<file path="config.mk">
export PLATFORM = sky130hd
export DESIGN_NAME = mrm_ctrl
export DESIGN_NICKNAME = d
export VERILOG_FILES = /design/src/rtl/mrm_pkg.sv /design/src/rtl/mrm_ctrl.sv
export VERILOG_INCLUDE_DIRS = /design/src /design/src/rtl
export SDC_FILE = /design/constraint.sdc
export NUM_CORES = 1
export LEC_CHECK = 0
export BUFFER_PORTS_ARGS = -buffer_cell sky130_fd_sc_hd__buf_2
export CORE_MARGIN = 2
export CORE_UTILIZATION = 42
export DETAILED_ROUTE_END_ITERATION = 6
export PLACE_DENSITY = 0.78
export SYNTH_ARGS = -nofsm -noshare
export SYNTH_HDL_FRONTEND = slang
export SYNTH_SLANG_ARGS = --single-unit
</file>
<file path="constraint.sdc">
create_clock -name clk -period 2.8 [get_ports clk]
set_input_delay 0.84 -clock clk [delete_from_list [all_inputs] [get_ports clk]]
set_output_delay 0.84 -clock clk [all_outputs]
set_load 0.05 [all_outputs]
</file>
<file path="src/rtl/memory_range_map_engine_core_defines.svh">
// Assertion macros shared by the range map engine files.
`ifndef MEMORY_RANGE_MAP_ENGINE_CORE_DEFINES_SVH
`define MEMORY_RANGE_MAP_ENGINE_CORE_DEFINES_SVH
`ifndef SYNTHESIS
`define MRM_ASSERT_IMPL(label, clk, rst, ante, cons) \
  label: assert property (@(posedge clk) disable iff (rst) (ante) |-> (cons)) \
    else $error("assertion failed");
`define MRM_ASSERT_NEXT(label, clk, rst, ante, cons) \
  label: assert property (@(posedge clk) disable iff (rst) (ante) |=> (cons)) \
    else $error("assertion failed");
`else
`define MRM_ASSERT_IMPL(label, clk, rst, ante, cons)
`define MRM_ASSERT_NEXT(label, clk, rst, ante, cons)
`endif
`endif

</file>
<file path="src/rtl/mrm_pkg.sv">
`timescale 1ns / 1ps
// ----------------------------------------------------------------------------
// Range map package
// Shared types, constants and command codes of the range map engine.
// ----------------------------------------------------------------------------
package mrm_pkg;
  localparam int MaxRanges = 16;
  localparam int IdxW = $clog2(MaxRanges);
  localparam int CntW = $clog2(MaxRanges + 1);
  localparam int DumpLimit = 16;

  typedef enum logic [2:0] {
    FUNC_CLEAR   = 3'd0,
    FUNC_APPEND  = 3'd1,
    FUNC_SORT    = 3'd2,
    FUNC_CARVE   = 3'd3,
    FUNC_RESERVE = 3'd4
  } func_t;

  typedef struct packed {
    logic [2:0]  func;
    logic [7:0]  range_type;
    logic [63:0] range_start;
    logic [63:0] range_size;
  } req_t;

  typedef struct packed {
    logic [3:0]  entry_index;
    logic        entry_valid;
    logic [63:0] entry_start;
    logic [63:0] entry_size;
    logic [7:0]  entry_type;
    logic [4:0]  entry_total;
    logic        overflow;
    logic        last;
  } rsp_t;

  // Datapath operations issued by the controller, one per cycle.
  typedef enum logic [3:0] {
    OP_NONE,
    OP_LOAD,      // clear overflow for the new request
    OP_CLEAR,     // count to zero
    OP_APPEND,    // append request range
    OP_SORT_CMP,  // compare/exchange entries i and j
    OP_MERGE,     // try merge i with i+1
    OP_SHIFT_UP,  // delete step: entry k gets k+1
    OP_DEL_DONE,  // decrement count
    OP_CARVE,     // classify/adjust entry i
    OP_SHIFT_DN,  // insert step: entry k gets k-1
    OP_SPLIT,     // shrink entry i, write upper piece at i+1
    OP_RESERVE,   // reserve fixup on entry i
    OP_DUMP       // emit entry k
  } op_t;

  typedef struct packed {
    op_t             op;
    logic [IdxW-1:0] i;
    logic [IdxW-1:0] j;
    logic [IdxW-1:0] k;
    logic            last;
  } cmd_t;

  typedef struct packed {
    logic [CntW-1:0] count;
    logic            merge_hit;   // entries i and i+1 merge
    logic            carve_del;   // entry i fully covered
    logic            carve_split; // entry i strictly contains range
    logic            full;
  } stat_t;
endpackage

</file>
<file path="src/rtl/mrm_ctrl.sv">
`timescale 1ns / 1ps
// ----------------------------------------------------------------------------
// Range map controller
// Sequences sort, merge, carve, fixup and dump steps over the datapath.
// ----------------------------------------------------------------------------
`include "memory_range_map_engine_core_defines.svh"
module mrm_ctrl import mrm_pkg::*; (
  input  logic  clk,
  input  logic  rst,
  input  logic  start,
  input  req_t  req,
  input  stat_t stat,
  output logic  busy,
  output logic  load,
  output cmd_t  cmd
);
  typedef enum logic [3:0] {
    S_IDLE, S_DISPATCH, S_SORT, S_MERGE, S_MERGE_DEL, S_CARVE, S_CARVE_DEL,
    S_SPLIT_SHIFT, S_SPLIT_WR, S_CARVE_APP, S_RESERVE, S_DUMP
  } state_t;

  state_t          state;
  logic [2:0]      func;
  logic [CntW-1:0] i, j, k;
  logic [CntW-1:0] n;
  logic            stat_merge_i, stat_del_i, stat_split_i;
  logic            probe_ok;

  assign busy = (state != S_IDLE);
  assign load = start && (state == S_IDLE);
  assign n = (stat.count > CntW'(DumpLimit)) ? CntW'(DumpLimit) : stat.count;

  // Status is combinational on cmd.i. It describes entry i only once cmd.i has
  // been set to i and no command is changing the table.
  assign stat_merge_i = stat.merge_hit;
  assign stat_del_i   = stat.carve_del;
  assign stat_split_i = stat.carve_split;
  assign probe_ok     = (cmd.i == i[IdxW-1:0]);

  always_ff @(posedge clk) begin
    if (rst) begin
      state <= S_IDLE;
      cmd   <= '0;
      i <= '0; j <= '0; k <= '0;
      func <= '0;
    end else begin
      cmd <= '0;
      unique case (state)
        S_IDLE: if (start) begin
          func   <= req.func;
          cmd.op <= OP_LOAD;
          state  <= S_DISPATCH;
        end
        S_DISPATCH: begin
          i <= '0; j <= '0; k <= '0;
          priority case (func)
            FUNC_CLEAR:   begin cmd.op <= OP_CLEAR; state <= S_DUMP; end
            FUNC_APPEND:  begin cmd.op <= OP_APPEND; state <= S_DUMP; end
            FUNC_SORT:    state <= S_SORT;
            FUNC_CARVE:   state <= S_CARVE;
            FUNC_RESERVE: state <= S_RESERVE;
            default:      state <= S_DUMP;
          endcase
        end
        S_SORT: begin
          if (i >= stat.count) begin
            i <= '0;
            state <= S_MERGE;
          end else if (j >= stat.count) begin
            i <= i + CntW'(1);
            j <= i + CntW'(1);
          end else begin
            cmd.op <= OP_SORT_CMP;
            cmd.i  <= i[IdxW-1:0];
            cmd.j  <= j[IdxW-1:0];
            j <= j + CntW'(1);
          end
        end
        S_MERGE: begin
          if (cmd.op != OP_NONE) begin
          end else if (i + CntW'(1) >= stat.count) begin
            k <= '0;
            state <= S_DUMP;
          end else if (!probe_ok) begin
            cmd.i <= i[IdxW-1:0];
          end else begin
            cmd.i <= i[IdxW-1:0];
            if (stat_merge_i) begin
              cmd.op <= OP_MERGE;
              k <= i + CntW'(1);
              state <= S_MERGE_DEL;
            end else begin
              i <= i + CntW'(1);
            end
          end
        end
        S_MERGE_DEL, S_CARVE_DEL: begin
          if (k + CntW'(1) < stat.count) begin
            cmd.op <= OP_SHIFT_UP;
            cmd.k  <= k[IdxW-1:0];
            k <= k + CntW'(1);
          end else begin
            cmd.op <= OP_DEL_DONE;
            state  <= (state == S_MERGE_DEL) ? S_MERGE : S_CARVE;
          end
        end
        S_CARVE: begin
          if (cmd.op != OP_NONE) begin
          end else if (i >= stat.count) begin
            state <= S_CARVE_APP;
          end else if (!probe_ok) begin
            cmd.i <= i[IdxW-1:0];
          end else if (stat_del_i) begin
            k <= i;
            state <= S_CARVE_DEL;
          end else if (stat_split_i) begin
            if (stat.full) begin
              cmd.op <= OP_CARVE;
              cmd.i  <= i[IdxW-1:0];
              i <= i + CntW'(1);
            end else begin
              k <= stat.count;
              state <= S_SPLIT_SHIFT;
            end
          end else begin
            cmd.op <= OP_CARVE;
            cmd.i  <= i[IdxW-1:0];
            i <= i + CntW'(1);
          end
        end
        S_SPLIT_SHIFT: begin
          // Shifting down to i+1 leaves a full copy of entry i there, from
          // which the split write takes the old end.
          if (k > i) begin
            cmd.op <= OP_SHIFT_DN;
            cmd.k  <= k[IdxW-1:0];
            k <= k - CntW'(1);
          end else begin
            state <= S_SPLIT_WR;
          end
        end
        S_SPLIT_WR: begin
          cmd.op <= OP_SPLIT;
          cmd.i  <= i[IdxW-1:0];
          i <= i + CntW'(2);
          state <= S_CARVE;
        end
        S_CARVE_APP: begin
          cmd.op <= OP_APPEND;
          i <= '0; j <= '0;
          state <= S_SORT;
        end
        S_RESERVE: begin
          if (i >= stat.count) begin
            k <= '0;
            state <= S_DUMP;
          end else begin
            cmd.op <= OP_RESERVE;
            cmd.i  <= i[IdxW-1:0];
            i <= i + CntW'(1);
          end
        end
        S_DUMP: begin
          if (cmd.op == OP_DUMP || cmd.op == OP_NONE) begin
            if (cmd.op == OP_DUMP && cmd.last) begin
              state <= S_IDLE;
              k <= '0;
            end else begin
              cmd.op   <= OP_DUMP;
              cmd.k    <= k[IdxW-1:0];
              cmd.last <= (stat.count == '0) || (k + CntW'(1) >= n);
              k <= k + CntW'(1);
            end
          end
        end
        default: state <= S_IDLE;
      endcase
    end
  end

  `MRM_ASSERT_NEXT(a_idle_quiet, clk, rst, (state == S_IDLE) && !start, cmd.op == OP_NONE)
  `MRM_ASSERT_NEXT(a_start_busy, clk, rst, start && !busy, busy)
  `MRM_ASSERT_IMPL(a_split_room, clk, rst, cmd.op == OP_SHIFT_DN, !stat.full)
endmodule

</file>
==> impl_metrics.env, run 1 <==
export IMPL_clock_skew_final_ns=0.01088
export IMPL_fin_crit_ns=2.759
export IMPL_drtPass1Iterations=5
export IMPL_overflow=0
export IMPL_worst_pin_slew_ns=0.6547
export IMPL_track_usage=0.2272
export IMPL_antenna_cells=0
export IMPL_cp_start_kind="flop"
export IMPL_place_congestion=0.9953
export IMPL_setup_worst_path_end="k[2]"
export IMPL_synth_cell_types=73
export IMPL_cap_viol_max_count=0
export IMPL_die_area_um2=8640
export IMPL_hpwl_um=7623
export IMPL_path_clk_slew_ns=0.07
export IMPL_worstSkewPairLatency_ns=0.30
export IMPL_r2r_end="k[2]"
export IMPL_layout_nets=689
export IMPL_post_route_period_util=0.9854
export IMPL_cts_tree="done"
export IMPL_min_path_type="reg -> reg"
export IMPL_path_class="reg -> reg"
export IMPL_syn_area_um2=3323
export IMPL_synthesis_nets=595
export IMPL_wl_per_cell_um=16.95
export IMPL_wl_um=10270
export IMPL_routed_via_density=5.936
export IMPL_critPathCaptureType="flop"
export IMPL_cts_hold_buf=0
export IMPL_root_buffer="clkbuf_8"
export IMPL_hold_viol=0
export IMPL_syn_mean_instance_area_um2=8.086
export IMPL_slew_viol_final=0
export IMPL_yosysWarnings=0
export IMPL_syn_to_final_growth_pct=28.35
export IMPL_synth_main_ff_cell="dfxtp_1"
export IMPL_synth_seq_area_share=0.2349
export IMPL_vdd_drop_max_v=0.0003400
export IMPL_leakage_nw=1.913
export IMPL_synth_edf_count=0
export IMPL_worst_path_max_fanout=8
export IMPL_core_um2=7687
export IMPL_antenna_left=0
export IMPL_dp_cells=592
export IMPL_max_freq_mhz=362.5
export IMPL_ys_ff_latch=39
export IMPL_grt_max_degree=19
export IMPL_p_total_mw=3.449
export IMPL_crit_start="i[1]"
export IMPL_r2r_slack_ns=0.04
export IMPL_grt_pass1_vias=3245
export IMPL_r2r_cells=13
export IMPL_grt_pass1_wl_um=15620
export IMPL_clock_path_buffers=2
export IMPL_drt_iter0_drc=334
export IMPL_ys_async_sr_fraction=0
export IMPL_layout_drive_gt1_share=0.2996
export IMPL_dpl_cell_area_um2=4001
export IMPL_postSynthCellCount=411
export IMPL_antenna_found_initial=0
export IMPL_clock_sinks=39
export IMPL_initial_utilization=0.4323
export IMPL_die_x_um=92.95
export IMPL_boundaryPins=170
export IMPL_num_vias=3597
export IMPL_drcViolationCount=0
export IMPL_row_count=32
export IMPL_required_ns=2.99
export IMPL_status="complete, no violations"
export IMPL_setup_viol=0
export IMPL_portBuffers=33
export IMPL_fin_cells=606
export IMPL_worstPathArrival_ns=2.95
export IMPL_htreeDepth=2
export IMPL_p_per_area_nw_per_um2=808.7
export IMPL_chipHeight_um=92.95
export IMPL_cts_made_buffers=5
export IMPL_fin_area_um2=4265
export IMPL_relSlewSlack=0.5589
export IMPL_timing_rr_start="i[1]"
[worst max-delay path: stages (launching register included)]
cell      delay, ns
dfxtp_2        0.36
buf_6          0.12
ha_2           0.22
nand2_1        0.11
xnor2_2        0.16
ha_2           0.32
nor3_1         0.06
o21ai_2        0.17
o41ai_4        0.12
buf_4          0.16
a32oi_4        0.21
nand4_4        0.15
buf_4          0.20
a211oi_1       0.29
[synthesized netlist by cell type, drive strengths merged (3+ instances only)]
cell / number / share of area
a31o: 4 / 0.011
a211oi: 9 / 0.020
nand3: 11 / 0.017
a32oi: 3 / 0.010
nor3: 9 / 0.015
a221oi: 5 / 0.015
or3: 3 / 0.0056
o22ai: 6 / 0.011
o21ai: 17 / 0.026
buf: 11 / 0.021
nand2: 37 / 0.042
a2111oi: 3 / 0.015
and3: 4 / 0.0075
mux2i: 11 / 0.033
nand2b: 8 / 0.016
xnor2: 6 / 0.016
clkbuf: 7 / 0.0079
a21oi: 29 / 0.044
nand4: 5 / 0.016
nor2: 41 / 0.047
nor2b: 11 / 0.021
o31ai: 6 / 0.015
dfxtp: 39 / 0.23
a21o: 6 / 0.014
inv: 21 / 0.024
nor4: 4 / 0.012
a22oi: 4 / 0.0090
ha: 33 / 0.12
and2: 11 / 0.021
xor2: 7 / 0.018
a31oi: 5 / 0.0094
a221o: 3 / 0.0090
[flip-flops by register name, summed over array words and instances, names as in the netlist]
name	flops
k	5
i	5
j	5
func	3
state	4
cmd	17
[stage by stage]
step | setup TNS (ns) | utilization | hold slack (ns) | worst slack (ns)
2_1_floorplan | 0 | - | 0.4703 | 0.006922
3_3_place_gp | -3.126 | 0.5205 | 0.4944 | -0.2820
3_5_place_dp | -4.056 | 0.5205 | 0.5094 | -0.3119
4_1_cts | 0 | 0.5301 | 0.5226 | 0.009448
5_1_grt | -0.1568 | 0.5549 | 0.5350 | -0.04006
6_report | 0 | 0.5549 | 0.5220 | 0.04102
[layout by cell type, fill, tap and decap left out, types with 4 or more instances in the layout]
cell and n:
buf_4 71, nor2_1 40, nand2_1 37, dfxtp_1 36
buf_2 33, a21oi_1 29, ha_1 29, inv_1 21
o21ai_0 13, nand3_1 11, nor2b_1 11, and2_1 11
mux2i_1 11, nor3_1 8, a211oi_1 8, nand2b_1 7
a21o_1 6, o22ai_1 6, o31ai_1 5, a31oi_1 5
xor2_1 5, clkbuf_8 5, a31o_2 4, a22oi_1 4
[repair_timing]
action | CTS | global route
hold endpoints to repair | 0 | 0
buffers inserted | 0 | 8
gates resized for setup | 1 | 25
setup endpoints to repair | 6 | 16
pin swaps | 1 | 11
[logic make-up (layout without fill, tap and decap cells)]
| group | after synthesis | in the layout | synth area share |
|---|---|---|---|
| mux | 11 | 11 | 0.03313 |
| simple gates | 155 | 155 | 0.2523 |
| fa+ha+maj | 33 | 33 | 0.1242 |
| flops | 39 | 39 | 0.2349 |
| compound gates | 120 | 120 | 0.2677 |
| xor+xnor | 13 | 13 | 0.03426 |
| buf+inv | 40 | 133 | 0.05346 |
[cell type report]
type	count	area, um^2
fillers	702	3422
multi-input cells	332	2489
flip-flops and latches	39	784.5
repair buffers	105	709.4
well taps	102	127.6
inverters	22	82.58
clock buffers	6	72.57
[report_power, final]
| part | internal (mW) | leakage [nW] | switching (mW) |
|---|---|---|---|
| clock | 0.166 | 0.0371 | 0.196 |
| sequential | 0.640 | 0.318 | 0.152 |
| combinational | 1.01 | 1.56 | 1.29 |
[routing by layer]
layer	share of wire	wire length [um]	vias to the layer above	GRT usage
li1	-	-	1706	-
met1	0.42	4293	1660	0.2836
met2	0.47	4865	187	0.3859
met3	0.062	640	44	0.03662
met4	0.046	473	0	0.09681
met5	0	0	-	0
[how the worst min path moves through the flow]
stage / from / endpoint / depth (start not counted)
after floorplan: j[4] / j[4] / 2
after global placement: j[4] / j[4] / 2
after detailed placement: j[4] / j[4] / 2
after CTS: j[4] / j[4] / 2
after global routing: j[4] / j[4] / 2
final: j[4] / j[4] / 2
No activity file was read; power rests on OpenSTA's default activity.
==> run 2, diff against run 1 <==
Settings changed: ABC_AREA from default to 1, PLACE_DENSITY 0.78 to 0.77.
==> run 2 against run 1 <==
  * Combinational power rose by 2%
  * Cell count rose by 22%
  * Die area rose by 2.6%
  * Synthesized cell count rose by 41%
  * Setup slack improved by 0.16 ns
  * Utilization fell by 4.7 points
  * First-iteration DRC count rose by 0.60%
  * Sequential share of layout area rose by 1.3 points
  * Critical path type unchanged
  * Largest cell class unchanged
==> impl_metrics.env, run 2 <==
export IMPL_clock_skew_final_ns=0.01096
export IMPL_layout_drive_gt1_share=0.1444
export IMPL_num_vias=3890
export IMPL_clock_path_buffers=2
export IMPL_largest_reg_flops=17
export IMPL_post_cts_setup_buffer_count=0
export IMPL_fin_crit_ns=2.597
export IMPL_post_route_period_util=0.9275
export IMPL_synth_main_ff_cell="dfxtp_1"
export IMPL_antenna_left=0
export IMPL_clock_sinks=39
export IMPL_ys_async_sr_fraction=0
export IMPL_synth_cell_types=32
export IMPL_syn_area_um2=3413
export IMPL_fin_setup_tns_ns=0
export IMPL_postSynthCellCount=580
export IMPL_setup_viol=0
export IMPL_synthesis_nets=764
export IMPL_cap_viol_max_count=0
export IMPL_hpwl_um=8256
export IMPL_path_clk_slew_ns=0.08
export IMPL_grt_pass1_wl_um=16760
export IMPL_root_buffer="clkbuf_8"
export IMPL_worstSkewPairLatency_ns=0.30
export IMPL_routed_via_density=5.264
export IMPL_multiInputGateArea_um2=2278
export IMPL_overflow=0
export IMPL_min_path_type="reg -> reg"
export IMPL_cts_hold_buf=0
export IMPL_post_cts_resized=0
export IMPL_drt_iter0_drc=336
export IMPL_relSlewSlack=0.7190
export IMPL_post_synth_top_count_cell="nand2_1"
export IMPL_final_common_cell="nand2_1"
export IMPL_antenna_cells=0
export IMPL_cts_made_buffers=5
export IMPL_syn_to_final_growth_pct=16.24
export IMPL_path_class="reg -> reg"
export IMPL_fin_cells=739
export IMPL_cp_start_kind="flop"
export IMPL_initial_utilization=0.4372
export IMPL_synth_edf_count=0
export IMPL_row_count=32
export IMPL_track_usage=0.2388
export IMPL_p_per_area_nw_per_um2=917.6
export IMPL_syn_mean_instance_area_um2=5.885
export IMPL_yosysTopAreaCellShare=0.2287
export IMPL_max_freq_mhz=385.0
export IMPL_seq_area_um2=783.3
export IMPL_worst_pin_slew_ns=0.4176
export IMPL_dp_cells=732
export IMPL_htreeDepth=2
export IMPL_critPathCaptureType="flop"
export IMPL_hold_viol=0
export IMPL_cts_tree="done"
export IMPL_ys_ff_latch=39
export IMPL_die_x_um=94.15
export IMPL_required_ns=2.99
export IMPL_grt_max_degree=14
export IMPL_boundaryPins=170
export IMPL_antenna_found_initial=0
export IMPL_place_ws_ns=0.04589
export IMPL_chipHeight_um=94.15
export IMPL_worst_path_max_fanout=8
export IMPL_fin_ws_ns=0.2029
export IMPL_leakage_nw=2.228
export IMPL_vdd_drop_max_v=0.0004486
export IMPL_die_area_um2=8864
export IMPL_largest_register="cmd"
export IMPL_worstPathArrival_ns=2.78
export IMPL_portBuffers=33
export IMPL_core_um2=7807
export IMPL_fin_area_um2=3968
export IMPL_layout_nets=821
export IMPL_yosysWarnings=0
export IMPL_grt_pass1_vias=3734
export IMPL_status="complete, no violations"
export IMPL_rsz0062_at_grt="no"
export IMPL_mostFrequentLayoutCells="177 x nand2_1, 97 x nor2_1, 86 x inv_1"
export IMPL_drcViolationCount=0
export IMPL_synth_seq_area_share=0.2287
export IMPL_dpl_cell_area_um2=3849
export IMPL_slew_viol_final=0
export IMPL_drtPass1Iterations=5
export IMPL_place_congestion=1.026
export IMPL_wl_um=10160
export IMPL_synthTopCellsByCount="177 x nand2_1, 98 x nor2_1, 86 x inv_1, 39 x dfxtp_1"
export IMPL_yosys_area_top_type="dfxtp_1"
export IMPL_nFillCells=817
export IMPL_synth_area_leaders="dfxtp_1 23%, nand2_1 19%, ha_1 12%"
export IMPL_wl_per_cell_um=13.74
==> run 2: cell types whose count changed in the layout (fill, tap and decap cells not counted), sizes merged, moves of 6 or more <==
cell / previous run / this run
nand2: 37 / 182
a21o: 6 / 0
nor2: 41 / 107
nand2b: 8 / 0
nand3: 11 / 35
buf: 105 / 55
a211oi: 9 / 0
mux2i: 11 / 0
and2: 11 / 1
inv: 21 / 91
nor2b: 11 / 0
==> run 2: worst paths after layout <==
check	startpoint	endpoint	slack, ns	cells past startpoint
hold / removal	j[1]	cmd[6]	0.49	2
setup reg to reg	i[2]	i[2]	0.20	15
hold reg to reg	j[1]	cmd[6]	0.49	2
setup / recovery	i[2]	i[2]	0.20	15
==> run 2: kinds of logic after synthesis <==
group,share of synthesized area
compound gates,0.1004
fa+ha+maj,0.1210
xor+xnor,0.02053
flops,0.2287
simple gates,0.4227
buf+inv,0.1067
==> run 2: metrics by stage <==
stage          utilization  power (mW)  hold WS (ns)
6_report            0.5082       3.641        0.4921
5_1_grt             0.5082       3.948        0.5266
4_1_cts             0.5066       3.587        0.4992
3_5_place_dp        0.4929       3.099        0.4863
3_3_place_gp        0.4929       3.044        0.4761
2_1_floorplan            -       2.479        0.4516
==> run 2: final cells by class <==
class	instances	share of cell area
clock inverter	2	0.009461
tap	102	0.03217
inverter	91	0.08609
sequential	39	0.1974
clock buffer	5	0.01734
multi-input combinational	445	0.5743
timing repair buffer	55	0.08325
==> run 2: where the power goes <==
group / internal, mW / leakage [nW] / switching, mW
clock: 0.261 / 0.0502 / 0.208
combinational: 0.788 / 1.86 / 1.56
sequential: 0.678 / 0.319 / 0.146
==> run 2: critical path, cell delays in order, from the launching register on <==
cell      delay (ns)
dfxtp_1         0.44
ha_1            0.20
nand2_1         0.07
o21ai_0         0.25
inv_1           0.10
ha_1            0.28
nand2_1         0.09
inv_1           0.05
a21oi_2         0.25
nand2_1         0.11
nand2_1         0.07
nand2_1         0.09
nor2_2          0.16
nand3b_4        0.15
nor2_1          0.13
nor2_1          0.05
==> run 2: layer usage <==
metal	vias to the layer above	share of wire	track usage
met5	-	0	0
met4	0	0.028	0.07850
met3	28	0.074	0.03371
met2	171	0.47	0.4220
met1	1761	0.43	0.2961
li1	1930	-	-
